$ cat config.mk
export PLATFORM = sky130hd
export DESIGN_NAME = urpm_seq
export DESIGN_NICKNAME = d
export VERILOG_FILES = /design/src/hw/rtl/ultrasonic_ranger_with_pwm_map_top_defines.svh /design/src/hw/rtl/urpm_pkg.sv /design/src/hw/rtl/urpm_seq.sv
export SDC_FILE = /design/constraint.sdc
export NUM_CORES = 1
export LEC_CHECK = 0
export ABC_AREA = 1
export BUFFER_PORTS_ARGS = -buffer_cell sky130_fd_sc_hd__buf_4
export CORE_AREA = 10 10 87 89
export CTS_BUF_LIST = sky130_fd_sc_hd__clkbuf_16
export CTS_CLUSTER_SIZE = 16
export DETAILED_ROUTE_END_ITERATION = 8
export DIE_AREA = 0 0 97 99
export GPL_ROUTABILITY_DRIVEN = 0
export PLACE_DENSITY_LB_ADDON = 0.08
export SLEW_MARGIN = 30
export SYNTH_ARGS = -nofsm -noshare
export SYNTH_HDL_FRONTEND = slang
export SYNTH_SLANG_ARGS = --single-unit
$ cat constraint.sdc
create_clock -name clk -period 5.95 [get_ports clk]
set_clock_uncertainty 0.05 [all_clocks]
set_input_delay 0.595 -clock clk [delete_from_list [all_inputs] [get_ports clk]]
set_output_delay 0.595 -clock clk [all_outputs]
set_load 0.02 [all_outputs]
$ cat src/hw/rtl/ultrasonic_ranger_with_pwm_map_top_defines.svh
// assertion macros for the ultrasonic ranger block
`ifndef ULTRASONIC_RANGER_WITH_PWM_MAP_TOP_DEFINES_SVH
`define ULTRASONIC_RANGER_WITH_PWM_MAP_TOP_DEFINES_SVH

`ifndef ASSERT_OFF
// property must hold at every clock outside reset
`define URPM_ASSERT(lbl, prop, msg) \
  lbl: assert property (@(posedge clk) disable iff (rst) prop) else $error(msg);
// condition must never be true outside reset
`define URPM_NEVER(lbl, cond, msg) \
  lbl: assert property (@(posedge clk) disable iff (rst) !(cond)) else $error(msg);
`else
`define URPM_ASSERT(lbl, prop, msg)
`define URPM_NEVER(lbl, cond, msg)
`endif

`endif

$ cat src/hw/rtl/urpm_pkg.sv
// shared types and constants of the ultrasonic ranger block
package urpm_pkg;

  // tick counter and echo width
  localparam int CNT_W   = 17;
  localparam int WIDTH_W = 16;

  // fixed trigger sequence, in ticks
  localparam logic [CNT_W-1:0] TRIG_LOW_TICKS  = CNT_W'(4);
  localparam logic [CNT_W-1:0] TRIG_HIGH_TICKS = CNT_W'(20);

  // register reset values
  localparam logic [CNT_W-1:0]   WAIT_LIMIT_RST = CNT_W'(72000);
  localparam logic [WIDTH_W-1:0] WIDTH_CAP_RST  = WIDTH_W'(46400);
  localparam logic [WIDTH_W-1:0] HOLDOFF_RST    = WIDTH_W'(20000);

  // width to distance: cm = width * 2248 >> 18
  localparam int SCALE_W    = 12;
  localparam int PROD_W     = WIDTH_W + SCALE_W;
  localparam int DIST_SHIFT = 18;
  localparam int DIST_W     = 9;
  localparam logic [SCALE_W-1:0] DIST_SCALE = SCALE_W'(2248);
  localparam logic [DIST_W-1:0]  DIST_MAX   = '1;

  // distance to duty map
  localparam int DUTY_W = 8;
  localparam int K_W    = 6;
  localparam int NUM_W  = 13;
  localparam int REM_W  = 6;
  localparam logic [DIST_W-1:0] NEAR_CM    = DIST_W'(12);
  localparam logic [DIST_W-1:0] FAR_CM     = DIST_W'(46);
  localparam logic [DUTY_W-1:0] DUTY_NEAR  = DUTY_W'(255);
  localparam logic [DUTY_W-1:0] DUTY_FAR   = DUTY_W'(26);
  localparam logic [NUM_W-1:0]  MAP_MUL    = NUM_W'(229);
  localparam logic [NUM_W-1:0]  MAP_ROUND  = NUM_W'(33);
  localparam logic [REM_W:0]    MAP_DEN    = (REM_W + 1)'(34);

  // serial step counts
  localparam int MUL_STEPS  = WIDTH_W;
  localparam int DIV_STEPS  = NUM_W;
  localparam int STEP_CNT_W = $clog2(MUL_STEPS);
  localparam logic [STEP_CNT_W-1:0] MUL_LAST = STEP_CNT_W'(MUL_STEPS - 1);
  localparam logic [STEP_CNT_W-1:0] DIV_LAST = STEP_CNT_W'(DIV_STEPS - 1);

  localparam int IDX_W = 2;

  typedef enum logic [IDX_W-1:0] {
    REG_WAIT_LIMIT = 2'd0,
    REG_WIDTH_CAP  = 2'd1,
    REG_HOLDOFF    = 2'd2
  } reg_idx_t;

  typedef enum logic [2:0] {
    PH_IDLE  = 3'd0,
    PH_TLOW  = 3'd1,
    PH_THIGH = 3'd2,
    PH_WAIT  = 3'd3,
    PH_MEAS  = 3'd4,
    PH_HOLD  = 3'd5
  } phase_t;

  typedef enum logic [2:0] {
    DS_IDLE = 3'd0,
    DS_MUL  = 3'd1,
    DS_MAP  = 3'd2,
    DS_DIV  = 3'd3,
    DS_FIN  = 3'd4
  } dist_state_t;

  typedef struct packed {
    logic start_req;
    logic echo;
  } tick_word_t;

  typedef struct packed {
    logic              trigger;
    logic              busy_res;
    logic              done_res;
    logic              timed_out;
    logic [DIST_W-1:0] distance_cm;
    logic [DUTY_W-1:0] duty;
  } result_word_t;

  typedef struct packed {
    logic [IDX_W-1:0] index;
    logic [CNT_W-1:0] value;
  } cfg_word_t;

  typedef struct packed {
    logic [CNT_W-1:0]   wait_limit;
    logic [WIDTH_W-1:0] width_cap;
    logic [WIDTH_W-1:0] holdoff;
  } cfg_regs_t;

  typedef struct packed {
    logic               go;
    logic [WIDTH_W-1:0] width;
  } calc_req_t;

  typedef struct packed {
    logic busy;
    logic fin;
  } dist_stat_t;

  typedef struct packed {
    logic trigger;
    logic busy;
    logic done;
    logic timed_out;
  } tick_flags_t;

endpackage

$ cat src/hw/rtl/urpm_seq.sv
// measurement sequencer: trigger, echo wait, echo width and hold-off phases
module urpm_seq import urpm_pkg::*; (
  input  logic        clk,
  input  logic        rst,
  input  logic        step,
  input  tick_word_t  word,
  input  cfg_regs_t   regs,
  output tick_flags_t flags,
  output calc_req_t   req
);

  phase_t           phase;
  phase_t           phase_next;
  logic [CNT_W-1:0] count;
  logic [CNT_W-1:0] count_next;
  logic [CNT_W-1:0] count_inc;
  logic             done;
  logic             done_next;
  logic             tmo;
  logic             tmo_next;

  assign count_inc = count + 1'b1;

  always_comb begin
    phase_next = phase;
    count_next = count_inc;
    done_next  = 1'b0;
    tmo_next   = 1'b0;
    req.go     = 1'b0;
    // captured width, capped
    req.width  = (count > {1'b0, regs.width_cap}) ? regs.width_cap : count[WIDTH_W-1:0];
    unique case (phase)
      PH_TLOW: begin
        if (count >= TRIG_LOW_TICKS) begin
          phase_next = PH_THIGH;
          count_next = CNT_W'(1);
        end
      end
      PH_THIGH: begin
        if (count >= TRIG_HIGH_TICKS) begin
          phase_next = PH_WAIT;
          count_next = '0;
        end
      end
      PH_WAIT: begin
        priority if (word.echo) begin
          phase_next = PH_MEAS;
          count_next = CNT_W'(1);
        end else if (count >= regs.wait_limit) begin
          tmo_next   = 1'b1;
          phase_next = PH_IDLE;
          count_next = '0;
        end
      end
      PH_MEAS: begin
        if (!word.echo || count >= {1'b0, regs.width_cap}) begin
          done_next  = 1'b1;
          req.go     = step;
          count_next = '0;
          phase_next = (regs.holdoff == '0) ? PH_IDLE : PH_HOLD;
        end
      end
      PH_HOLD: begin
        if (count_inc >= {1'b0, regs.holdoff}) begin
          phase_next = PH_IDLE;
          count_next = '0;
        end
      end
      default: begin
        phase_next = word.start_req ? PH_TLOW : PH_IDLE;
        count_next = word.start_req ? CNT_W'(1) : '0;
      end
    endcase
  end

  always_ff @(posedge clk) begin
    if (rst) begin
      phase <= PH_IDLE;
      count <= '0;
      done  <= 1'b0;
      tmo   <= 1'b0;
    end else if (step) begin
      phase <= phase_next;
      count <= count_next;
      done  <= done_next;
      tmo   <= tmo_next;
    end
  end

  assign flags.trigger   = (phase == PH_THIGH);
  assign flags.busy      = (phase != PH_IDLE);
  assign flags.done      = done;
  assign flags.timed_out = tmo;

endmodule

Word-level counts from Yosys, hierarchy flattened:

Index checks and enable logic that the tools add are counted.

* output and inout port bits: 21
* register bits: 22
* bits of input ports: 54
* logic and storage cells: 51

* reduce and logical (&&, ||, !) cells: 5
* magnitude comparators: 6
* multiplexer cells: 25
* add/subtract/negate cells: 1
* eq/ne operators: 10

Operator list (count)
* 17-bit 2-to-1 mux: 6
* 17-bit case mux with 5 select lines: 1
* 17-bit by 16-bit greater-or-equal comparator with 1-bit output: 2
* 3-bit 2-to-1 mux: 7
* 17-bit by 1-bit adder with 17-bit output, second input constant: 1
* 17-bit greater-or-equal comparator: 1
* 17-bit by 3-bit greater-or-equal comparator with 1-bit output, second input constant: 1
* 17-bit by 5-bit greater-or-equal comparator with 1-bit output, second input constant: 1
* 17-bit by 16-bit > comparator with 1-bit output: 1
* 16-bit zero test: 1
* 16-bit 2-to-1 mux: 1
* 3-bit case mux with 5 select lines: 1
* 1-bit 2-to-1 mux: 9
* 3-bit by 2-bit equality test with 1-bit output, second input constant: 2
* 3-bit equality test, second input constant: 2
* 2-bit != test, second input constant: 3
* 6-bit AND reduction: 1
* 3-bit by 1-bit equality test with 1-bit output, second input constant: 1
* 3-bit != test, second input constant: 1
* 3-bit nonzero test: 1
* 2-bit by 1-bit != test with 1-bit output, second input constant: 1
* 1-bit zero test: 1
* 1-bit logical OR: 1

Depth between registers and ports, before layout:

Gate-level depths: netlist (run 1).

* depth after elaboration: 4
* depth in mapped cells: 24
* gate-level depth less buffers: 24

Least setup slack after synthesis (run 1):

OpenSTA, ideal clock, no wires.

* kind: input -> output
* start: input regs[24] (netlist name)
* end: output req[15] (netlist name)
* required time: 5305 ps
* slack: 2800 ps
* arrival time: 2505 ps
* stages on the path: 12
* path buffers: 2
* cell sequence: inv_1 ha_1 nand2_1 nor2_1 nand3b_1 nand3_1 nand2_1 and2_1 or2_2 clkbuf_1 buf_2 o21ai_0

RTL lines
* from (decl): RTL line urpm_seq.sv:7 `input cfg_regs_t regs,`
* to (decl): RTL line urpm_seq.sv:9 `output calc_req_t req`

Final worst setup path (run 1):

* start: register count[1]
* end: register count[10]

* longest elaborated chain between the ends: 4
* elaborated cells between the ends (all ways): 14
* classes of those cells: 1 x add/sub; 5 x order compare; 7 x mux; 1 x reduce/logical

RTL lines
* from (decl): RTL line urpm_seq.sv:14 `logic [CNT_W-1:0] count;`
* from (signal assigned): RTL line urpm_seq.sv:84 `count <= count_next;`
* 17-bit by 1-bit adder with 17-bit output (tied with other cells): RTL line urpm_seq.sv:22 `assign count_inc = count + 1'b1;`
* 17-bit by 16-bit greater-or-equal comparator with 1-bit output (tied with other cells): RTL line urpm_seq.sv:64 `if (count_inc >= {1'b0, regs.holdoff}) begin`
* 17-bit 2-to-1 mux, on equally long branches: RTL line urpm_seq.sv:64, urpm_seq.sv:46, urpm_seq.sv:56
* 17-bit case mux with 5 select lines *: RTL line urpm_seq.sv:32 `unique case (phase)`

Every way passes the cells marked *; elsewhere a longest branch is shown, timed or not.
A chain may end at the register's enable or synchronous reset.

==> impl_metrics.ini, run 1 <==
[cts]
clock_latency_ns = 0.26
holdBufCountCts = 0
cts_resized = 0
clockRootBuffer = clkbuf_16
cts_buffer_depth = 2
cts_buffers = 3
cts_tree = done
h-tree-depth = 1
post_cts_buffers = 0
clk_pin_slew_ns = 0.06
clock-sinks = 22

[setup_path]
crit_arrival_ns = 3.66
cp-start-kind = register
path_cells = ha_1 > nand2_1 > nor2_2 > nand2_2 > nor2_1 > nand2_1 > nor2_1 > xor2_1 > inv_1 > ha_1 > nand2_1 > nor2_1 > inv_1 > nor2_1 > inv_1 > o21ai_0 > a21oi_2 > nand2_2 > nand3_4 > nand3_1 > a21oi_1
r2r_start = count[1]
critPathKind = register to register
rr_worst_depth = 21
cp_slowest_cell = dfxtp_1
critPathRequiredTime_ns = 6.03
critPathCaptureType = register
crit_fanout = 16
r2r_end = count[10]
path_common_cell = nor2_1
reg2reg_slack_ns = 2.38
startpoint = count[1]
max_stage_delay_ns = 0.49

[die]
die_area_sq_um = 9600
fp-row-count = 28
core_area_sq_um = 5850
io_pins = 75
floorplan.initialDensity_pct = 54.7
die_x_um = 97
fp.dieH_um = 99

[placed_design]
dpl.hpwl_mm = 7.59
place_ws_ns = 2.54
io_buffers = 74
placed_area_sq_um = 3770

[yosys]
yosysSeqAreaShare_pct = 13.8
ys_ff_latch = 22
synth_top_cell_area_share_pct = 19.9
syn_avg_cell_area_sq_um = 6.07
synth_cell_types = 33
syn_area_sq_um = 3200
yosysTopAreaCell = ha_1
synth_nets = 632
ys_warn_count = 0
yosys-top-cells-area = ha_1 20%, nand2_1 16%, dfxtp_1 14%
netlist_instances = 527

[layout]
diodes = 0
final_area_sq_um = 3850
final_cell_mix = 136 x nand2_1, 106 x inv_1, 75 x buf_4
final_common_cell = nand2_1
drive_above_1_share_pct = 18.1
synthToLayoutAreaGrowth_pct = 20.3
nets = 698

[grt]
globalRoute.totalOverflow = 0
grtUsageMet1_pct = 23.5
track_usage_pct = 18.3
grt_use_met3_pct = 2.03
busiest_layer = met2
grt_max_degree = 33
grt_use_met2_pct = 31.2
grt_pass1_vias = 3310
antenna_found_initial = 0
grt_pass1_wl_mm = 15.4

[power]
vdd_ir_drop_max_uv = 86.8
leakage_nw = 2.17
powerDensity_nw_per_um2 = 120

[routing]
avgRoutedWirePerCell_um = 13.9
first_iter_violations = 381
drt-total-wl_mm = 9.28
drt-pass1-iter-count = 7
vias = 3503
viasPerCell = 5.25
postRouteAntennaNets = 0
post-route-drc-count = 0

[worst_hold_path]
worst_hold_path.num_cells = 2
min_to = done
hp-start = done
holdCritPathClass = register to register

[sta]
worst_pin_slew_ns = 0.550
fin_crit_ns = 3.57
finalHoldViolations = 0
fin_hold_ws_ns = 0.417
finalSetupViolations = 0
slew_headroom_pct = 63.1
period_share_pct = 60.0
rsz0062_at_grt = no
setup_ws_ns = 2.38
drv_slew = 0
tns_ns = 0
fmax_mhz = 280

[flow_run]
maxCapViolCount = 0

[status]
status = complete, no violations
worst max-delay path, delay by kind of cell (launching register included):
family / cells / cell delay (ns)
simple gates: 12 / 1.66
fa+ha+maj: 2 / 0.54
flops: 1 / 0.49
compound gates: 3 / 0.34
xor+xnor: 1 / 0.19
buf+inv: 3 / 0.18
Yosys cell counts (all sizes together):
cell and number:
nand4 12, clkbuf 5, nand3 40, o21bai 2, or2 1, and3 1
a21o 2, o21ai 27, buf 9, nand2 138, nor4 4, and2 1
dfxtp 22, clkinv 1, nor2 45, ha 51, a21oi 40, nor3 7
xor2 10, inv 108, nand3b 1
flip-flops by register name, indices dropped and copies added, names as in the netlist:
signal  count
tmo         1
done        1
count      17
phase       3
where the power goes:
part / switching [mW] / internal (mW) / total [mW]
logic: 0.0960 / 0.0631 / 0.159
registers: 0.00591 / 0.151 / 0.157
clock network: 0.0559 / 0.0898 / 0.146
cells by family (layout without fill, tap and decap cells):
kind of cell / count (synthesis) / in the layout / synth area share, %
and+or+nand+nor: 250 / 250 / 35.3
AOI/OAI and AO/OA: 71 / 71 / 12.7
xor gates and xnor gates: 10 / 10 / 2.74
adders and majority gates: 51 / 51 / 19.9
DFF: 22 / 22 / 13.8
buffers and inverters: 123 / 188 / 15.5
stage by stage:
step                      std cells  util, %  total power, mW
after floorplan                 527        -            0.266
after global placement          663     64.4            0.315
after detailed placement        663     64.4            0.317
after CTS                       667     65.8            0.462
after global routing            667     65.8            0.488
final                           667     65.8            0.462
metal layers:
| layer | wire length [um] | part of all wire (%) |
|---|---|---|
| met3 | 574 | 6.2 |
| met4 | 170 | 1.8 |
| met5 | 0 | 0 |
| met1 | 4300 | 46 |
| met2 | 4240 | 46 |
layout make-up:
type / instances / area (sq um)
inverter: 109 / 409
clock buffer: 3 / 75.1
sequential: 22 / 440
multi-input combinational: 382 / 2260
fill: 566 / 2000
timing repair buffer: 75 / 563
clock inverter: 1 / 3.75
tap: 75 / 93.8
worst max path at each step:
| stage | slack (ns) | to |
|---|---|---|
| after floorplan | 2.80 | req[15] |
| after global placement | 2.69 | count[14] |
| after detailed placement | 2.54 | count[10] |
| after CTS | 2.46 | count[10] |
| after global routing | 1.92 | count[11] |
| final | 2.38 | count[10] |
(Power assumes the default switching activity.)
==> inputs of run 2 (changes only) <==
--- a/config.mk
+++ b/config.mk
@@ -5,13 +5,13 @@
 export SDC_FILE = /design/constraint.sdc
 export NUM_CORES = 1
 export LEC_CHECK = 0
-export ABC_AREA = 1
+export ABC_AREA = 0
 export BUFFER_PORTS_ARGS = -buffer_cell sky130_fd_sc_hd__buf_4
-export CORE_AREA = 10 10 87 89
+export CORE_AREA = 10 10 84 86
 export CTS_BUF_LIST = sky130_fd_sc_hd__clkbuf_16
 export CTS_CLUSTER_SIZE = 16
 export DETAILED_ROUTE_END_ITERATION = 8
-export DIE_AREA = 0 0 97 99
+export DIE_AREA = 0 0 94 96
 export GPL_ROUTABILITY_DRIVEN = 0
 export PLACE_DENSITY_LB_ADDON = 0.08
 export SLEW_MARGIN = 30
==> constraint.sdc (replaced) <==
create_clock -name clk -period 3.72 [get_ports clk]
set_clock_uncertainty 0.05 [all_clocks]
set_input_delay 0.372 -clock clk [delete_from_list [all_inputs] [get_ports clk]]
set_output_delay 0.372 -clock clk [all_outputs]
set_load 0.02 [all_outputs]
==> run 2 against run 1 <==
Net effect: sequential cell count stayed put; core utilization is 2.1 points higher; sequential power is 55% higher; critical path depth is 7 lower; wire length is 9.2% lower; critical endpoint is now phase[1]; largest cell class unchanged; highest routed layer unchanged.
==> impl_metrics.ini, run 2 <==
[power]
vdd_ir_drop_max_uv = 217
leakage_nw = 1.90
powerDensity_nw_per_um2 = 176

[cts]
clock-sinks = 22
cts_buffer_depth = 2
clockRootBuffer = clkbuf_16
clock_latency_ns = 0.26
cts_tree = done
cts_buffers = 3
h-tree-depth = 1
holdBufCountCts = 0
clk_pin_slew_ns = 0.06

[layout]
nets = 581
synthToLayoutAreaGrowth_pct = 29.0
post-route-util_pct = 67.8
largest_registers = count (17), phase (3)
largest-register = count
largest_reg_flops = 17
diodes = 0
final_common_cell = buf_4
drive_above_1_share_pct = 25.1
final_cell_mix = 95 x buf_4, 54 x inv_1, 53 x nand2_1

[grt]
antenna_found_initial = 0
track_usage_pct = 18.8
grt_pass1_wl_mm = 14.1
grt_pass1_vias = 3074
grt_max_degree = 31
globalRoute.totalOverflow = 0

[routing]
drt-total-wl_mm = 8.43
avgRoutedWirePerCell_um = 15.4
vias = 3075
viasPerCell = 5.63
first_iter_violations = 197
postRouteAntennaNets = 0
post-route-drc-count = 0
drt-pass1-iter-count = 4

[setup_path]
critPathKind = register to register
r2r_start = count[2]
crit_arrival_ns = 3.75
critPathRequiredTime_ns = 3.86
max_stage_delay_ns = 0.46
reg2reg_slack_ns = 0.12
rr_worst_depth = 14
path_cells = nand3_1 > nor3_2 > nand4_1 > nor2b_1 > nor2b_1 > or2_2 > ha_1 > nand3_1 > nor4_2 > a31oi_1 > a31oi_2 > o211a_1 > or4b_1 > a21oi_1
crit_buf_inv = 0
crit_fanout = 6
cp_top_family = simple AND/OR/NAND/NOR gates
cp-start-kind = register
r2r_end = phase[1]
critPathCaptureType = register
cp_slowest_cell = or4b_1

[sta]
finalSetupViolations = 0
period_share_pct = 96.9
slew_headroom_pct = 51.9
finalHoldViolations = 0
tns_ns = 0
fmax_mhz = 278
drv_slew = 0
fin_crit_ns = 3.60
worst_pin_slew_ns = 0.721

[yosys]
synth_nets = 500
syn_area_sq_um = 2840
netlist_instances = 395
synth_top_cell_area_share_pct = 22.4
synth_edf_count = 0
synthArstFlopShare_pct = 0
synth_cell_types = 53
yosys-top-cells-area = ha_1 22%, dfxtp_1 15%, inv_1 7.1%
ys_ff_latch = 22
synth_most_common_cell = inv_1
syn_avg_cell_area_sq_um = 7.20
yosysTopAreaCell = ha_1
ys.flop_type = dfxtp_1
synth_common_cells = 54 x inv_1, 53 x nand2_1, 51 x ha_1
yosysSeqAreaShare_pct = 15.5
ys_warn_count = 0

[die]
die_x_um = 94
die_area_sq_um = 9020
floorplan.initialDensity_pct = 52.6
fp.dieH_um = 96
fp-row-count = 27
io_pins = 75
core_area_sq_um = 5410

[flow_run]
maxCapViolCount = 0

[placed_design]
io_buffers = 74
dpl.hpwl_mm = 7.04

[worst_hold_path]
worst_hold_path.num_cells = 2
hp-start = rst
min_to = phase[2]
holdCritPathClass = primary input to register

[status]
status = complete, no violations
run 2: cell count changes after synthesis, moves of 8 or more:
cell / before / now
a21oi_2: 11 / 0
nand3_2: 9 / 1
nor2_1: 44 / 13
inv_1: 106 / 54
nand2_1: 136 / 53
a22o_1: 0 / 12
nand3_1: 30 / 13
nor2b_1: 0 / 9
run 2: worst max path at each step:
stage	start	endpoint	slack, ns	cells past startpoint
after global routing	count[2]	phase[1]	-0.05	14
after global placement	count[3]	count[14]	0.20	13
after detailed placement	count[2]	count[4]	0.14	13
after floorplan	count[4]	phase[1]	0.30	14
after CTS	count[2]	phase[1]	0.10	14
final	count[2]	phase[1]	0.12	14
run 2: cell families (layout without fill, tap and decap cells):
| kind of cell | after synthesis | in the layout | share of synthesized area [%] |
|---|---|---|---|
| and+or+nand+nor | 141 | 141 | 25.5 |
| xor gates and xnor gates | 11 | 11 | 3.39 |
| muxes | 1 | 1 | 0.396 |
| DFF | 22 | 22 | 15.5 |
| adders and majority gates | 51 | 51 | 22.4 |
| buffers and inverters | 73 | 152 | 10.2 |
| AOI/OAI and AO/OA | 96 | 96 | 22.6 |
run 2: routing by layer:
layer	vias up	wire length (um)	GRT usage [%]
li1	1561	-	-
met4	0	146	6.46
met2	91	4070	32.7
met1	1409	3620	22.8
met3	14	597	3.50
met5	-	0	0
run 2: layout make-up:
class                      instances  area (sq um)
clock buffer                       3          75.1
fill                             502          1740
inverter                          54           203
tap                               72          90.1
timing repair buffer              95           713
multi-input combinational        300          2140
sequential                        22           445
run 2: what timing repair did:
| item | CTS | global route |
|---|---|---|
| setup buffers | 0 | 1 |
| endpoints found under the hold margin | 0 | 0 |
| gates resized for setup | 1 | 7 |
| pin swaps | 0 | 5 |
| endpoints found under the setup margin | 12 | 19 |
run 2: power by group:
part / leakage [nW] / switching [mW] / internal (mW)
combinational: 1.68 / 0.0836 / 0.0856
sequential: 0.179 / 0.00649 / 0.238
clock: 0.0370 / 0.0893 / 0.142
total: 1.90 / 0.179 / 0.466
run 2: through the flow:
stage	instances	area [sq um]	power, mW	setup WS (ns)	hold slack (ns)
6_report	546	3670	0.645	0.117	0.258
5_1_grt	546	3670	0.676	-0.0515	0.267
4_1_cts	545	3630	0.643	0.104	0.262
3_5_place_dp	542	3560	0.417	0.137	0.428
3_3_place_gp	542	3560	0.413	0.203	0.404
2_1_floorplan	395	2840	0.335	0.301	0.384
==> inputs of run 3 (changes only) <==
--- a/config.mk
+++ b/config.mk
@@ -7,11 +7,11 @@
 export LEC_CHECK = 0
 export ABC_AREA = 0
 export BUFFER_PORTS_ARGS = -buffer_cell sky130_fd_sc_hd__buf_4
-export CORE_AREA = 10 10 84 86
+export CORE_AREA = 10 10 88 90
 export CTS_BUF_LIST = sky130_fd_sc_hd__clkbuf_16
 export CTS_CLUSTER_SIZE = 16
 export DETAILED_ROUTE_END_ITERATION = 8
-export DIE_AREA = 0 0 94 96
+export DIE_AREA = 0 0 98 100
 export GPL_ROUTABILITY_DRIVEN = 0
 export PLACE_DENSITY_LB_ADDON = 0.08
 export SLEW_MARGIN = 30
==> constraint.sdc (replaced) <==
create_clock -name clk -period 3 [get_ports clk]
set_clock_uncertainty 0.05 [all_clocks]
set_input_delay 0.3 -clock clk [delete_from_list [all_inputs] [get_ports clk]]
set_output_delay 0.3 -clock clk [all_outputs]
set_load 0.02 [all_outputs]
==> run 3 against run 2 <==
Net effect: maximum frequency increased by 13%; sequential cell count stayed put; global-route usage shrank 0.62 points; worst setup slack lost 0.30 ns; clock-buffer cell count is the same; non-clock buffer count up 39; power grew 43%; the run now ends with negative setup slack left; sequential share of layout area is 1.3 points lower.
==> impl_metrics.ini, run 3 (synthesized netlist as in run 2, its figures left out) <==
[status]
status = finished, violations left
failed_checks = negative setup slack

[sta]
setup_ws_ns = -0.182
period_share_pct = 106
worst_pin_slew_ns = 0.590
fin_crit_ns = 3.18
finalSetupViolations = 16
finalHoldViolations = 0
slew_headroom_pct = 60.3
drv_slew = 0
fin_hold_ws_ns = 0.188
rsz0062_at_grt = yes
tns_ns = -1.55
fmax_mhz = 314

[die]
die_x_um = 98
die_area_sq_um = 9800
io_pins = 75
fp-row-count = 29
fp.dieH_um = 100
core_area_sq_um = 6130
floorplan.initialDensity_pct = 46.4

[worst_hold_path]
min_to = tmo
holdCritPathClass = primary input to register
hp-start = rst
worst_hold_path.num_cells = 2

[setup_path]
crit_arrival_ns = 3.32
cp-start-kind = register
path_common_cell = nand4_1
critPathRequiredTime_ns = 3.14
crit_fanout = 4
r2r_start = count[0]
path_cells = nand3_4 > nor3_4 > nand4_1 > and2_4 > or2_4 > ha_4 > nand4_1 > a311o_1 > a31oi_2 > o211a_1 > or4b_1 > a21oi_1
max_stage_delay_ns = 0.44
reg2reg_slack_ns = -0.18
critPathCaptureType = register
cp_slowest_cell = or4b_1
rr_worst_depth = 12
r2r_end = phase[1]
critPathKind = register to register

[layout]
post-route-util_pct = 68.7
diodes = 0
largest_registers = count (17), phase (3)
final_cell_mix = 131 x buf_4, 53 x inv_1, 52 x nand2_1
largest_reg_flops = 17
nets = 620
final_common_cell = buf_4
synthToLayoutAreaGrowth_pct = 48.3
drive_above_1_share_pct = 36.0
largest-register = count
fillers = 534

[grt]
grt_pass1_wl_mm = 15.3
track_usage_pct = 18.2
globalRoute.totalOverflow = 0
grt_max_degree = 23
grt_pass1_vias = 3261
antenna_found_initial = 0

[cts]
cts_buffers = 3
clockRootBuffer = clkbuf_16
clk_pin_slew_ns = 0.06
cts_buffer_depth = 2
h-tree-depth = 1
clock_latency_ns = 0.26
clock-sinks = 22
cts_tree = done

[routing]
postRouteAntennaNets = 0
viasPerCell = 5.55
avgRoutedWirePerCell_um = 15.9
first_iter_violations = 186
drt-pass1-iter-count = 5
vias = 3280
drt-total-wl_mm = 9.40
post-route-drc-count = 0

[placed_design]
io_buffers = 74
place_ws_ns = -0.370
dpl.hpwl_mm = 7.60

[power]
powerDensity_nw_per_um2 = 218
vdd_ir_drop_max_uv = 271
leakage_nw = 2.17
p_total_mw = 0.920

[flow_run]
maxCapViolCount = 0
[run 3: cell count changes in the layout (fill, tap and decap cells not counted), sizes merged]
cell and delta:
bufinv +1, buf +39
[run 3: worst max-delay path by stage]
stage	cells past startpoint	start	to	slack, ns
6_report	12	count[0]	phase[1]	-0.18
5_1_grt	12	count[0]	phase[1]	-0.34
4_1_cts	14	count[0]	phase[1]	-0.14
3_3_place_gp	14	count[0]	count[12]	-0.24
3_5_place_dp	14	count[0]	count[12]	-0.37
2_1_floorplan	15	count[2]	phase[1]	-0.09
[run 3: area by class of cell]
cell class | count | area (sq um) | share of cell area [%]
Multi-Input combinational cell | 300 | 2330 | 55.3
Timing Repair Buffer | 134 | 1020 | 24.2
Sequential cell | 22 | 458 | 10.9
Inverter | 54 | 203 | 4.81
Tap cell | 77 | 96.3 | 2.29
Clock buffer | 3 | 75.1 | 1.78
Clock inverter | 1 | 30.0 | 0.712
[run 3: critical path: cells and delay by family, from the launching register on]
kind	cells	cell delay, ns
flops	1	0.38
compound gates	4	0.91
simple gates	7	1.51
fa+ha+maj	1	0.27
[run 3: power by group]
part,internal [mW],switching [mW]
Combinational,0.119,0.115
Clock,0.265,0.118
Sequential,0.293,0.0101
[run 3: per-stage QoR]
step           instance area [sq um]  cells
3_5_place_dp                    3880    577
5_1_grt                         4220    591
3_3_place_gp                    3880    577
6_report                        4220    591
2_1_floorplan                   2960    395
4_1_cts                         4100    586
[run 3: metal layers]
layer	wire length (um)	up-vias	track usage, %	share of wire [%]
li1	-	1642	-	-
met1	4030	1507	22.1	43
met2	4600	112	32.4	49
met3	553	19	2.75	5.9
met4	219	0	5.15	2.3
met5	0	-	0	0
[run 3: timing repair]
item	4_1_cts	5_1_grt
pin swaps	18	11
hold buffers	0	0
gates resized for setup	15	23
gates cloned	0	0
endpoints found under the setup margin	20	32
buffers inserted	6	6
