## config.mk

```make
export PLATFORM = sky130hd
export DESIGN_NAME = urpm_dist
export DESIGN_NICKNAME = d
export VERILOG_FILES = /design/src/hw/rtl/ultrasonic_ranger_with_pwm_map_top_defines.svh /design/src/hw/rtl/urpm_pkg.sv /design/src/hw/rtl/urpm_dist.sv
export SDC_FILE = /design/constraint.sdc
export NUM_CORES = 1
export LEC_CHECK = 0
export BUFFER_PORTS_ARGS = -buffer_cell sky130_fd_sc_hd__buf_2
export CAP_MARGIN = 40
export CELL_PAD_IN_SITES_DETAIL_PLACEMENT = 1
export CELL_PAD_IN_SITES_GLOBAL_PLACEMENT = 1
export CORE_ASPECT_RATIO = 1.75
export CORE_MARGIN = 1.5
export CORE_UTILIZATION = 35
export CTS_BUF_LIST = sky130_fd_sc_hd__clkbuf_2 sky130_fd_sc_hd__clkbuf_4 sky130_fd_sc_hd__clkbuf_8
export CTS_CLUSTER_SIZE = 24
export DETAILED_ROUTE_END_ITERATION = 10
export GPL_ROUTABILITY_DRIVEN = 0
export GPL_TIMING_DRIVEN = 0
export PLACE_DENSITY_LB_ADDON = 0.1
export SETUP_SLACK_MARGIN = 0.2
export SLEW_MARGIN = 20
export SYNTH_ARGS = -nofsm -noshare
export SYNTH_HDL_FRONTEND = slang
export SYNTH_SLANG_ARGS = --single-unit
```

## constraint.sdc

```tcl
create_clock -name clk -period 6.48 [get_ports clk]
set_input_delay 0.324 -clock clk [delete_from_list [all_inputs] [get_ports clk]]
set_output_delay 0.324 -clock clk [all_outputs]
set_load 0.01 [all_outputs]
```

## src/hw/rtl/ultrasonic_ranger_with_pwm_map_top_defines.svh

```systemverilog
// assertion macros for the ultrasonic ranger block
`ifndef ULTRASONIC_RANGER_WITH_PWM_MAP_TOP_DEFINES_SVH
`define ULTRASONIC_RANGER_WITH_PWM_MAP_TOP_DEFINES_SVH

`ifndef ASSERT_OFF
// property must hold at every clock outside reset
`define URPM_ASSERT(lbl, prop, msg) \
  lbl: assert property (@(posedge clk) disable iff (rst) prop) else $error(msg);
// condition must never be true outside reset
`define URPM_NEVER(lbl, cond, msg) \
  lbl: assert property (@(posedge clk) disable iff (rst) !(cond)) else $error(msg);
`else
`define URPM_ASSERT(lbl, prop, msg)
`define URPM_NEVER(lbl, cond, msg)
`endif

`endif

```

## src/hw/rtl/urpm_pkg.sv

```systemverilog
// shared types and constants of the ultrasonic ranger block
package urpm_pkg;

  // tick counter and echo width
  localparam int CNT_W   = 17;
  localparam int WIDTH_W = 16;

  // fixed trigger sequence, in ticks
  localparam logic [CNT_W-1:0] TRIG_LOW_TICKS  = CNT_W'(4);
  localparam logic [CNT_W-1:0] TRIG_HIGH_TICKS = CNT_W'(20);

  // register reset values
  localparam logic [CNT_W-1:0]   WAIT_LIMIT_RST = CNT_W'(72000);
  localparam logic [WIDTH_W-1:0] WIDTH_CAP_RST  = WIDTH_W'(46400);
  localparam logic [WIDTH_W-1:0] HOLDOFF_RST    = WIDTH_W'(20000);

  // width to distance: cm = width * 2248 >> 18
  localparam int SCALE_W    = 12;
  localparam int PROD_W     = WIDTH_W + SCALE_W;
  localparam int DIST_SHIFT = 18;
  localparam int DIST_W     = 9;
  localparam logic [SCALE_W-1:0] DIST_SCALE = SCALE_W'(2248);
  localparam logic [DIST_W-1:0]  DIST_MAX   = '1;

  // distance to duty map
  localparam int DUTY_W = 8;
  localparam int K_W    = 6;
  localparam int NUM_W  = 13;
  localparam int REM_W  = 6;
  localparam logic [DIST_W-1:0] NEAR_CM    = DIST_W'(12);
  localparam logic [DIST_W-1:0] FAR_CM     = DIST_W'(46);
  localparam logic [DUTY_W-1:0] DUTY_NEAR  = DUTY_W'(255);
  localparam logic [DUTY_W-1:0] DUTY_FAR   = DUTY_W'(26);
  localparam logic [NUM_W-1:0]  MAP_MUL    = NUM_W'(229);
  localparam logic [NUM_W-1:0]  MAP_ROUND  = NUM_W'(33);
  localparam logic [REM_W:0]    MAP_DEN    = (REM_W + 1)'(34);

  // serial step counts
  localparam int MUL_STEPS  = WIDTH_W;
  localparam int DIV_STEPS  = NUM_W;
  localparam int STEP_CNT_W = $clog2(MUL_STEPS);
  localparam logic [STEP_CNT_W-1:0] MUL_LAST = STEP_CNT_W'(MUL_STEPS - 1);
  localparam logic [STEP_CNT_W-1:0] DIV_LAST = STEP_CNT_W'(DIV_STEPS - 1);

  localparam int IDX_W = 2;

  typedef enum logic [IDX_W-1:0] {
    REG_WAIT_LIMIT = 2'd0,
    REG_WIDTH_CAP  = 2'd1,
    REG_HOLDOFF    = 2'd2
  } reg_idx_t;

  typedef enum logic [2:0] {
    PH_IDLE  = 3'd0,
    PH_TLOW  = 3'd1,
    PH_THIGH = 3'd2,
    PH_WAIT  = 3'd3,
    PH_MEAS  = 3'd4,
    PH_HOLD  = 3'd5
  } phase_t;

  typedef enum logic [2:0] {
    DS_IDLE = 3'd0,
    DS_MUL  = 3'd1,
    DS_MAP  = 3'd2,
    DS_DIV  = 3'd3,
    DS_FIN  = 3'd4
  } dist_state_t;

  typedef struct packed {
    logic start_req;
    logic echo;
  } tick_word_t;

  typedef struct packed {
    logic              trigger;
    logic              busy_res;
    logic              done_res;
    logic              timed_out;
    logic [DIST_W-1:0] distance_cm;
    logic [DUTY_W-1:0] duty;
  } result_word_t;

  typedef struct packed {
    logic [IDX_W-1:0] index;
    logic [CNT_W-1:0] value;
  } cfg_word_t;

  typedef struct packed {
    logic [CNT_W-1:0]   wait_limit;
    logic [WIDTH_W-1:0] width_cap;
    logic [WIDTH_W-1:0] holdoff;
  } cfg_regs_t;

  typedef struct packed {
    logic               go;
    logic [WIDTH_W-1:0] width;
  } calc_req_t;

  typedef struct packed {
    logic busy;
    logic fin;
  } dist_stat_t;

  typedef struct packed {
    logic trigger;
    logic busy;
    logic done;
    logic timed_out;
  } tick_flags_t;

endpackage

```

## src/hw/rtl/urpm_dist.sv

```systemverilog
// bit-serial width to distance multiply and serial duty map division
module urpm_dist import urpm_pkg::*; (
  input  logic              clk,
  input  logic              rst,
  input  calc_req_t         req,
  output dist_stat_t        stat,
  output logic [DIST_W-1:0] distance_cm,
  output logic [DUTY_W-1:0] duty
);

  dist_state_t            state;
  dist_state_t            state_next;
  logic [STEP_CNT_W-1:0]  cnt;
  logic [STEP_CNT_W-1:0]  cnt_next;
  logic [PROD_W-1:0]      prod;
  logic [PROD_W-1:0]      prod_next;
  logic [NUM_W-1:0]       num;
  logic [NUM_W-1:0]       num_next;
  logic [REM_W-1:0]       rem;
  logic [REM_W-1:0]       rem_next;
  logic [DIST_W-1:0]      dist_next;
  logic [DUTY_W-1:0]      duty_next;

  logic [SCALE_W:0]       mul_sum;
  logic [DIST_W-1:0]      d_sat;
  logic [DIST_W-1:0]      k_full;
  logic [NUM_W-1:0]       map_num;
  logic [REM_W:0]         div_try;
  logic [REM_W:0]         div_sub;
  logic                   div_ge;
  logic [REM_W-1:0]       div_rem;
  logic [NUM_W-1:0]       div_quo;

  // shift-add: multiplier bits leave the low end, product grows from the top
  assign mul_sum = {1'b0, prod[PROD_W-1:WIDTH_W]} + (prod[0] ? {1'b0, DIST_SCALE} : '0);

  // product >> 18 with saturation at the 9-bit limit
  assign d_sat   = prod[PROD_W-1] ? DIST_MAX : prod[PROD_W-2:DIST_SHIFT];
  assign k_full  = d_sat - NEAR_CM;
  assign map_num = NUM_W'(k_full[K_W-1:0]) * MAP_MUL + MAP_ROUND;

  // restoring division by the map denominator, one quotient bit a cycle
  assign div_try = {rem, num[NUM_W-1]};
  assign div_ge  = (div_try >= MAP_DEN);
  assign div_sub = div_try - MAP_DEN;
  assign div_rem = div_ge ? div_sub[REM_W-1:0] : div_try[REM_W-1:0];
  assign div_quo = {num[NUM_W-2:0], div_ge};

  always_comb begin
    state_next = state;
    cnt_next   = cnt;
    prod_next  = prod;
    num_next   = num;
    rem_next   = rem;
    dist_next  = distance_cm;
    duty_next  = duty;
    unique case (state)
      DS_IDLE: begin
        if (req.go) begin
          prod_next  = {SCALE_W'(0), req.width};
          cnt_next   = '0;
          state_next = DS_MUL;
        end
      end
      DS_MUL: begin
        prod_next = {mul_sum, prod[WIDTH_W-1:1]};
        cnt_next  = cnt + 1'b1;
        if (cnt == MUL_LAST) begin
          state_next = DS_MAP;
        end
      end
      DS_MAP: begin
        dist_next = d_sat;
        cnt_next  = '0;
        rem_next  = '0;
        num_next  = map_num;
        priority if (d_sat >= FAR_CM) begin
          duty_next  = DUTY_FAR;
          state_next = DS_FIN;
        end else if (d_sat <= NEAR_CM) begin
          duty_next  = DUTY_NEAR;
          state_next = DS_FIN;
        end else begin
          state_next = DS_DIV;
        end
      end
      DS_DIV: begin
        num_next = div_quo;
        rem_next = div_rem;
        cnt_next = cnt + 1'b1;
        if (cnt == DIV_LAST) begin
          duty_next  = DUTY_NEAR - div_quo[DUTY_W-1:0];
          state_next = DS_FIN;
        end
      end
      DS_FIN: begin
        state_next = DS_IDLE;
      end
      default: begin
        state_next = DS_IDLE;
      end
    endcase
  end

  always_ff @(posedge clk) begin
    if (rst) begin
      state <= DS_IDLE;
    end else begin
      state <= state_next;
    end
  end

  always_ff @(posedge clk) begin
    cnt  <= cnt_next;
    prod <= prod_next;
    num  <= num_next;
    rem  <= rem_next;
  end

  always_ff @(posedge clk) begin
    if (rst) begin
      distance_cm <= '0;
      duty        <= DUTY_FAR;
    end else begin
      distance_cm <= dist_next;
      duty        <= duty_next;
    end
  end

  assign stat.busy = (state != DS_IDLE);
  assign stat.fin  = (state == DS_FIN);

endmodule

```

=== After elaboration in Yosys (flattened, before gate mapping) ===
Cells that the tools add are included.

* Bits in registers: 71
* Bits in latches: 0
* Memory bits (writable): 0
* ROM bits: 0
* Input port bits: 19
* Word-level logic and storage cells: 56
* Memories kept: 0

* $add $sub $neg: 6
* Multipliers: 1
* Divide/modulo/power cells: 0
* $lt $le $gt $ge: 3
* Equality and inequality tests: 10
* Shift-type cells: 0
* Multiplexer cells: 19
* Bitwise operators: 0
* Reductions and logical operators: 10

{| class="wikitable"
|+ Operators by type and width
! kind !! count
|-
| case mux 28 bit (2 select lines) || 1
|-
| 2-to-1 mux 28 bit || 1
|-
| case mux 13 bit (2 select lines) || 1
|-
| 2-to-1 mux 8 bit || 3
|-
| case mux 8 bit (2 select lines) || 1
|-
| 2-to-1 mux 3 bit || 5
|-
| adder 12 x 12 -> 13 bit || 1
|-
| adder 13 x 6 -> 13 bit, second input constant || 1
|-
| multiplier 6 x 8 -> 13 bit, second input constant || 1
|-
| 2-to-1 mux 12 bit || 1
|-
| case mux 3 bit (4 select lines) || 1
|-
| case mux 4 bit (3 select lines) || 1
|-
| case mux 6 bit (2 select lines) || 1
|-
| >= comparator 9 x 6 -> 1 bit, second input constant || 1
|-
| less-or-equal comparator 9 x 4 -> 1 bit, second input constant || 1
|-
| 2-to-1 mux 9 bit || 1
|-
| == test 4 bit, second input constant || 2
|-
| subtractor 8 bit, first input constant || 1
|-
| >= comparator 7 x 6 -> 1 bit, second input constant || 1
|-
| == test 3 x 2 -> 1 bit, second input constant || 2
|-
| 2-to-1 mux 6 bit || 1
|-
| != test 2 bit, second input constant || 3
|-
| AND reduction 3 bit || 2
|-
| nonzero test 3 bit || 2
|-
| other kinds (11) || 13
|}

=== Logic depth before layout (Yosys ltp) ===
Gate-level depths: netlist of the first run.

* Word-level depth: 5
* Gate-level depth with buffers: 18

=== Worst setup path before layout of the first run ===
No wires, ideal clock.

* Path kind: register to register
* From: register prod[27]
* To: register num[12], data pin
* Data arrival time: 4593 ps
* Slack: 1625 ps
* Stages on the path, launching flop included: 19
* Period minus slack after synthesis: 4855 ps
* Cell sequence: edfxtp_1 > clkbuf_1 > nor2_1 > inv_1 > ha_1 > xnor2_1 > inv_1 > ha_1 > ha_1 > inv_1 > fa_1 > inv_1 > ha_1 > ha_1 > and2_1 > a221oi_1 > o21ai_0 > o21ai_0 > nand3b_1

* Longest elaborated chain between the ends: 5

{| class="wikitable"
|+ RTL lines
! what !! line !! RTL
|-
| start, declared || urpm_dist.sv:15 || <nowiki>logic [PROD_W-1:0] prod;</nowiki>
|-
| start signal, assigned || urpm_dist.sv:115 || <nowiki>prod <= prod_next;</nowiki>
|-
| 2-to-1 mux 9 bit || urpm_dist.sv:38 || <nowiki>assign d_sat = prod[PROD_W-1] ? DIST_MAX : prod[PROD_W-2:DIST_SHIFT];</nowiki>
|-
| net d_sat[2] || urpm_dist.sv:25 || <nowiki>logic [DIST_W-1:0] d_sat;</nowiki>
|-
| subtractor 6 x 4 -> 6 bit || urpm_dist.sv:39 || <nowiki>assign k_full = d_sat - NEAR_CM;</nowiki>
|-
| multiplier 6 x 8 -> 13 bit || urpm_dist.sv:40 || <nowiki>assign map_num = NUM_W'(k_full[K_W-1:0]) * MAP_MUL + MAP_ROUND;</nowiki>
|-
| adder 13 x 6 -> 13 bit || urpm_dist.sv:40 ||
|-
| case mux 13 bit (2 select lines) || urpm_dist.sv:57 || <nowiki>unique case (state)</nowiki>
|-
| net num_next[12] || urpm_dist.sv:18 || <nowiki>logic [NUM_W-1:0] num_next;</nowiki>
|-
| end signal, assigned || urpm_dist.sv:116 || <nowiki>num <= num_next;</nowiki>
|-
| end, declared || urpm_dist.sv:17 || <nowiki>logic [NUM_W-1:0] num;</nowiki>
|}

The timed path passes the listed nets, and every way through them passes these cells.
A chain may end at the register's enable or synchronous reset.

=== Worst setup path after layout of the first run ===
Ends and elaborated chain as after synthesis.

==> impl_results.md, run 1 <==
* Die Footprint at ~13000 sq um
* Avg Vias per Cell at 5.05
* DR DRC count at 0
* Crit-path cells: clkbuf_1 -> nor2_1 -> inv_1 -> ha_1 -> xnor2_2 -> inv_1 -> ha_1 -> ha_1 -> inv_1 -> fa_1 -> inv_1 -> ha_1 -> ha_1 -> and2_1 -> a221oi_1 -> o21ai_0 -> o21ai_0 -> nand3b_1
* Kind of end point of the critical path: flop
* Clk root buf: clkbuf_8
* Yosys top cell area share at 34.8%
* Worst Path Required at 6590 ps
* Status: finished, final reports clean
* WL/cell at ~16 microns
* All-Layer GR Usage at between 10% and 20%
* CTS max path bufs at 2
* Final hold vios at 0
* Setup TNS at 0 ps
* PnR worst setup slack at slightly below 1000 ps
* Crit path time final at around 5500 ps
* Clock Sinks at 71
* Slowest stage cell, crit path: fa_1
* DP HPWL at ~8.5 mm
* Max frequency at about 180 MHz
* CP max stage delay at around 520 ps
* Vias at between 3000 and 4000
* Number of buffers created by CTS at 9
* Syn nets at a little over 500
* CP max FO at 10
* CP startpoint kind: flop
* Net count, final at around 560
* Cell with the most instances after synthesis: nand2_1
* Max-cap violations at 0
* # rows at 54
* Total number of H-tree levels at 3
* Starting Density at 35.6%
* Yosys cell types at 57
* DIE WIDTH at roughly 88 microns
* Largest net degree at the start of global routing at 23
* P&R area growth vs syn at 14.8%
* Arrival @ worst endpoint at approximately 5600 ps
* FF+latch count, synth at 71
* Clk_lat worst skew at roughly 360 ps
* Post-CTS Setup Inserts at 0
* First-pass GRT wire length at 17.5 mm
* Post-synth top area cell: edfxtp_1
* Synth Instances at 440
* Die height at 151 microns
* WL final at ~11 mm
* Worst Path Class, Setup: reg2reg
* DR pass1 iterations at 4
* Antenna Nets Post-Route at 0
* Setup WS pre-CTS at just under 600 ps
* Unrepaired setup endpoints after global routing: false
* Final setup vio count at 0
* Design area at roughly 5000 sq um
* CTS clk-pin slew, worst paths at 90 ps
* Seq/Total Area, Yosys at approximately 44%
* I/O Buffers at 36
* Worst Clk Skew at 17.2 ps
* Worst slew pin tran at 644 ps
* Type of the worst min-delay path: in2reg
* Slew HR at 56.9%
* Crit-path most repeated cell: ha_1
* Placed Area at 4850 sq um
* Synth top area cells: edfxtp_1, ha_1, dfxtp_1
* Final global-route overflow total at 0
* Async S/R FF share, synth at 0%
* Post-synth EDFFs at approximately 50
* Vias in the first global route at about 3700
* Max Slew Vio Count at 0
* Warnings, synthesis at 0
* I/O pins at 38
* Register area at 1930 sq um
* CTS tree: yes
* Share of cells above drive strength 1 at 16.8%
* Initial antenna violation count at 0
* N_diodes at 0
* Multi-input logic area at 2300 sq um
* Dominant synthesized flop cell: edfxtp_1
* Smallest hold slack at between 200 and 250 ps
* Most frequent cells after synthesis: nand2_1, edfxtp_1, ha_1
* Core Footprint at 12400 sq um
* DR iter-0 viols at 78
* Final Cycle Share at a little over four fifths
* Mapped Area at roughly 4400 sq um
* Syn Area/Cell at ~10 sq um
* Layout fillers at roughly 1500
-- kinds of logic (layout without fill, tap and decap cells) --
group                      count (synthesis)  in the layout  synth area share, %
adders and majority gates                 54             54                 16.7
DFF                                       71             71                 43.8
AOI/OAI and AO/OA                         80             80                 12.6
muxes                                      2              2                0.483
buffers and inverters                     46            100                 4.32
and+or+nand+nor                          164            164                 17.5
xor gates and xnor gates                  23             23                 4.57
-- area by class of cell --
cell class	instances	share of cell area, %
flip-flops and latches	71	38.2
plain buffers	17	1.61
repair buffers	38	4.40
well taps	168	4.16
multi-input cells	323	45.5
inverters	29	2.15
clock inverters	6	1.34
clock buffers	10	2.60
-- critical path, delay by kind of cell, from the launching register on --
kind,cells,cell delay [ps]
adder cells (fa/ha/maj),6,2070
AND/OR/NAND/NOR,3,800
AO/OA/AOI/OAI,3,790
buffers and inverters,5,750
flip-flops,1,450
XOR/XNOR,1,370
-- state kept, by name, indices dropped and copies added, names as in the netlist --
signal / flops
rem: 6
cnt: 4
state: 3
duty: 8
distance_cm: 9
prod: 28
num: 13
-- metrics by stage --
step / cells / util, %
detailed placement: 646 / 39.2
global route: 662 / 40.9
global placement: 644 / 38.8
CTS: 662 / 40.8
finish: 662 / 40.9
floorplan: 440 / -
-- repair_timing --
action | CTS | global route
hold buffers | 0 | 0
resized for setup | 0 | 1
endpoints found under the setup margin | 0 | 1
endpoints found under the hold margin | 0 | 0
-- path summary, 6_finish.rpt --
| path | from | to | slack, ps | depth (start not counted) |
|---|---|---|---|---|
| worst max-delay path | prod[27] | num[12] | 990 | 18 |
| worst min-delay path | req[5] | prod[5] | 230 | 3 |
| worst max register to register | prod[27] | num[12] | 990 | 18 |
| worst min register to register | distance_cm[7] | distance_cm[7] | 480 | 2 |
-- per-layer routing --
| metal | share of wire [%] | global-route usage [%] | up-vias |
|---|---|---|---|
| met5 | 0 | 0 | - |
| met4 | 1.3 | 5.56 | 0 |
| met3 | 3.0 | 3.98 | 8 |
| met2 | 59 | 35.4 | 42 |
| met1 | 37 | 16.2 | 1657 |
| li1 | - | - | 1639 |
-- placed cells by master, fill, tap and decap left out, types with 6 or more instances in the layout --
cell	synthesis	layout
a21oi_1	26	26
and2_1	7	7
buf_2	8	44
clkbuf_1	6	6
clkbuf_8	0	9
dfxtp_1	20	20
edfxtp_1	51	51
fa_1	8	8
ha_1	46	46
inv_1	28	28
nand2_1	65	65
nand2b_1	7	7
nand3_1	7	7
nor2_1	42	42
nor3_1	13	13
o21ai_0	20	19
xnor2_1	12	11
xor2_1	11	11
Power of run 1 is left out: the tool's default activity adds up to more than one toggle a clock period on the data nets, which glitch-free logic cannot reach.
==> inputs of run 2 (changes only) <==
clock period = 5.1 ns   (was 6.48 ns; I/O delays follow)
==> run 2 against run 1 <==
Net effect:
- critical endpoint unchanged
- register-to-register slack lost 500 ps
- global-route usage grew 0.11 points
- worst hold slack lost 68 ps
- setup slack lost 500 ps
- non-clock buffer count grew 2
==> impl_results.md, run 2 (synthesis gave the netlist of run 1 again) <==
* Status: finished, final reports clean
* Reg with most FFs: prod
* Met2 wire len at between 6 and 7 mm
* Die Footprint at about 13000 sq um
* Worst Path Class, Setup: reg2reg
* Clock Sinks at slightly above 70
* Starting Density at 35.6%
* Vias in the first global route at ~3700
* Final hold vios at 0
* Largest regs: prod (28), num (13), distance_cm (9)
* P&R area growth vs syn at 15.7%
* Unrepaired setup endpoints after global routing: false
* First-pass GRT wire length at 17.5 mm
* CP startpoint kind: flop
* Final Cycle Share at roughly nine tenths
* Total number of H-tree levels at 3
* Final core utilization at between 40 and 50%
* Avg Vias per Cell at a little over 5
* Final global-route overflow total at 0
* Met3 routed WL at 335 microns
* Layout fillers at 1458
* Vias at approximately 3400
* Max Slew Vio Count at 0
* Worst Path Required at roughly 5200 ps
* N_diodes at 0
* Type of the worst min-delay path: in2reg
* Worst Clk Skew at roughly 15 ps
* Cell Count Post-Placement at about 650
* I/O Buffers at 36
* I/O pins at 38
* Worst slew pin tran at between 600 and 700 ps
* Highest Signal Layer: met4
* DR DRC count at 0
* Core Footprint at about 12000 sq um
* Kind of end point of the critical path: flop
* Die height at 151 microns
* Largest net degree at the start of global routing at 23
* Slew HR at approximately 57%
* Number of buffers created by CTS at 9
* DIE WIDTH at roughly 88 microns
* All-Layer GR Usage at between 10% and 20%
* CTS tree: yes
* CP max FO at 10
* Arrival @ worst endpoint at 4720 ps
* # rows at between 50 and 60
* Net count, final at 564
* WL final at roughly 11 mm
* Most frequent cells in the layout: nand2_1, edfxtp_1, ha_1
* DR iter-0 viols at 63
* Most common cell after layout, fill and taps aside: nand2_1
* Max frequency at 217 MHz
* Max-cap violations at 0
* Number of flip-flops in the largest register at 28
* CTS max path bufs at 2
* Clk_lat worst skew at approximately 360 ps
* Share of cells above drive strength 1 at between 15 and 20%
* Crit path time final at roughly 4600 ps
* CTS clk-pin slew, worst paths at 90 ps
* Clk root buf: clkbuf_8
* Initial antenna violation count at 0
* M1 WL at 3.87 mm
* Post-Layout Cell Count at roughly 660
* DR pass1 iterations at 4
* Hold-fix buffers, CTS at 0
* WL/cell at around 16 microns
* DP HPWL at about 8.5 mm
* Final setup vio count at 0
* Antenna Nets Post-Route at 0
==> run 2: cell count changes in the layout (fill, tap and decap cells not counted) <==
cell      delta
xnor2_4      +1
nor2_4       +1
buf_2        +1
a221oi_2     +1
a221oi_1     -1
buf_4        +2
nor2_1       -1
xnor2_2      -1
clkbuf_1     -1
o21ai_1      +1
o21ai_0      -1
==> run 2: per-layer routing <==
metal | GRT usage [%] | up-vias
met3 | 4.03 | 8
met2 | 35.8 | 51
li1 | - | 1643
met5 | 0 | -
met1 | 16.2 | 1671
met4 | 5.63 | 0
==> run 2: layout make-up <==
cell class                      instances  area (sq um)  share of cell area, %
Sequential cell                        71          1930                   37.9
Multi-Input combinational cell        323          2330                   45.7
Inverter                               29           109                   2.13
Clock buffer                           10           131                   2.58
Clock inverter                          6          67.6                   1.33
Tap cell                              168           210                   4.12
Buffer                                 17          82.6                   1.62
Timing Repair Buffer                   40           238                   4.66
==> run 2: through the flow <==
step / hold slack, ps / setup TNS (ps) / setup slack [ps] / cell area, sq um
after global routing: 161 / 0 / 222 / 5100
after global placement: 462 / -1730 / -737 / 4800
after floorplan: 436 / 0 / 245 / 4410
final: 165 / 0 / 487 / 5100
after CTS: 149 / 0 / 319 / 5090
after detailed placement: 472 / -1910 / -792 / 4850
==> run 2: critical path, stage by stage, from the launching register on <==
cell and delay, ps:
edfxtp_1 450, buf_2 220, or2_2 320, ha_1 260
xnor2_4 180, inv_1 110, ha_1 310, ha_1 270
inv_1 50, fa_1 520, inv_1 40, ha_1 280
ha_1 390, and2_1 220, a221oi_2 290, o21ai_1 170
o21ai_0 180, nand3b_1 100
==> run 2: final timing paths <==
path	from	to	slack, ps	cells past startpoint
max	prod[27]	num[12]	490	17
min	req[5]	prod[5]	160	3
max reg2reg	prod[27]	num[12]	490	17
min reg2reg	distance_cm[7]	distance_cm[7]	480	2
==> run 2: repair_timing <==
action / CTS / global route
endpoints found under the setup margin: 5 / 1
pin swaps: 2 / 0
gates resized for setup: 6 / 2
setup buffers: 2 / 0
Power of run 2 is left out for the same reason.
==> inputs of run 3 (changes only) <==
CORE_ASPECT_RATIO = unset   (was 1.75)
==> run 3 against run 2 <==
Net effect:
- worst hold slack lost 18 ps
- critical path depth is 3 lower
- critical endpoint is now num[11]
- maximum frequency grew 0.92%
- via count is 2.6% lower
==> impl_results.md, run 3 (synthesis gave the netlist of run 1 again) <==
* I/O pins at 38
* Net count, final at ~570
* Initial antenna violation count at 0
* Number of buffers created by CTS at 9
* Clk_lat worst skew at around 370 ps
* Most frequent cells in the layout: nand2_1, edfxtp_1, ha_1
* Kind of end point of the critical path: flop
* Max frequency at 219 MHz
* Number of flip-flops in the largest register at 28
* Final hold vios at 0
* First-pass GRT wire length at approximately 17 mm
* Slowest stage cell, crit path: edfxtp_1
* Antenna Nets Post-Route at 0
* Type of the worst min-delay path: in2reg
* Vias at roughly 3300
* WL final at just under 10 mm
* Core Footprint at 12200 sq um
* Layout fillers at around 1400
* Max-cap violations at 0
* Die Footprint at 13300 sq um
* P&R area growth vs syn at 16.2%
* Crit path time final at 4570 ps
* Share of cells above drive strength 1 at between 15 and 20%
* Worst slew pin tran at around 640 ps
* Status: finished, final reports clean
* DR iter-0 viols at roughly 120
* Worst Path Class, Setup: reg2reg
* Clock Sinks at slightly above 70
* Unrepaired setup endpoints after global routing: false
* Most common cell after layout, fill and taps aside: nand2_1
* Worst Path Required at between 5000 and 6000 ps
* Arrival @ worst endpoint at 4670 ps
* # rows at 40
* Multi-input logic area at ~2300 sq um
* N_diodes at 0
* WL/cell at roughly 15 microns
* CTS clk-pin slew, worst paths at 80 ps
* Crit-path most repeated cell: ha_1
* DR pass1 iterations at 4
* Largest net degree at the start of global routing at 20
* Avg Vias per Cell at slightly below 5
* Smallest hold slack at 147 ps
* I/O Buffers at 36
* Final setup vio count at 0
* Die height at ~120 microns
* Final Cycle Share at around 90%
* Reg2Reg Setup Slack at roughly 530 ps
* Hold-fix buffers, CTS at 0
* CTS max path bufs at 2
* Delay-heaviest family, CP: adder cells
* Clk root buf: clkbuf_8
* Crit-path cells: clkbuf_2 -> or2_2 -> ha_1 -> xnor2_4 -> buf_4 -> fa_1 -> ha_1 -> ha_1 -> ha_1 -> ha_1 -> a2111o_1 -> o22ai_1 -> xor2_1 -> a21oi_1
* DP HPWL at approximately 7.6 mm
* Starting Density at between 30% and 40%
* Final global-route overflow total at 0
* Worst Clk Skew at 10.5 ps
* Max Slew Vio Count at 0
* Register area at between 1500 and 2000 sq um
* DIE WIDTH at about 120 microns
* Vias in the first global route at about 3600
* Slew HR at a little under three fifths
* Buf/Inv on CP at 2
* CTS tree: yes
* Total number of H-tree levels at 3
* All-Layer GR Usage at about 17%
* CP max FO at 10
* Largest regs: prod (28), num (13), distance_cm (9)
* CP startpoint kind: flop
* Reg with most FFs: prod
* DR DRC count at 0
* CP max stage delay at ~460 ps
[run 3: cell types whose count changed in the layout (fill, tap and decap cells not counted)]
cell	change
buf_16	+1
buf_2	-1
buf_4	+1
buf_8	-1
clkbuf_2	+1
o21ai_0	-1
o21ai_1	+1
[run 3: worst min-delay path, delay by kind of cell]
family                 cells  cell delay (ps)
buffers and inverters      1               70
and+or+nand+nor            2               90
[run 3: path summary, 6_finish.rpt]
| check | from | to | depth (start not counted) |
|---|---|---|---|
| worst max-delay path | prod[27] | num[11] | 14 |
| worst min-delay path | req[11] | prod[11] | 3 |
| worst max register to register | prod[27] | num[11] | 14 |
| worst min register to register | distance_cm[7] | distance_cm[7] | 2 |
[run 3: routing by layer]
layer	wire (microns)	GRT usage, %	vias up
met5	0	0	-
met4	126	4.94	0
met3	370	5.01	9
met2	4990	28.8	34
met1	4450	20.1	1598
li1	-	-	1643
[run 3: final cells by class]
type                    instances  share of cell area (%)
plain buffers                  17                    1.61
clock buffers                  10                    2.57
clock inverters                 6                    1.32
inverters                      29                    2.13
multi-input cells             323                    45.5
flip-flops and latches         71                    37.7
well taps                     168                    4.11
repair buffers                 41                    5.04
[run 3: repair_timing]
| item | 4_1_cts | 5_1_grt |
|---|---|---|
| resized for setup | 5 | 3 |
| endpoints found under the hold margin | 0 | 0 |
| setup endpoints to repair | 4 | 2 |
| pin swaps | 2 | 1 |
| buffers inserted | 1 | 2 |
[run 3: through the flow]
stage / setup TNS, ps / worst slack, ps / cells / area [sq um] / utilization (%)
2_1_floorplan: 0 / 245 / 440 / 4410 / -
3_3_place_gp: -1330 / -592 / 644 / 4800 / 39.4
3_5_place_dp: -1830 / -751 / 646 / 4860 / 40.0
4_1_cts: 0 / 200 / 663 / 5100 / 41.9
5_1_grt: 0 / 252 / 665 / 5120 / 42.1
6_report: 0 / 530 / 665 / 5120 / 42.1
Power of run 3 is left out for the same reason.
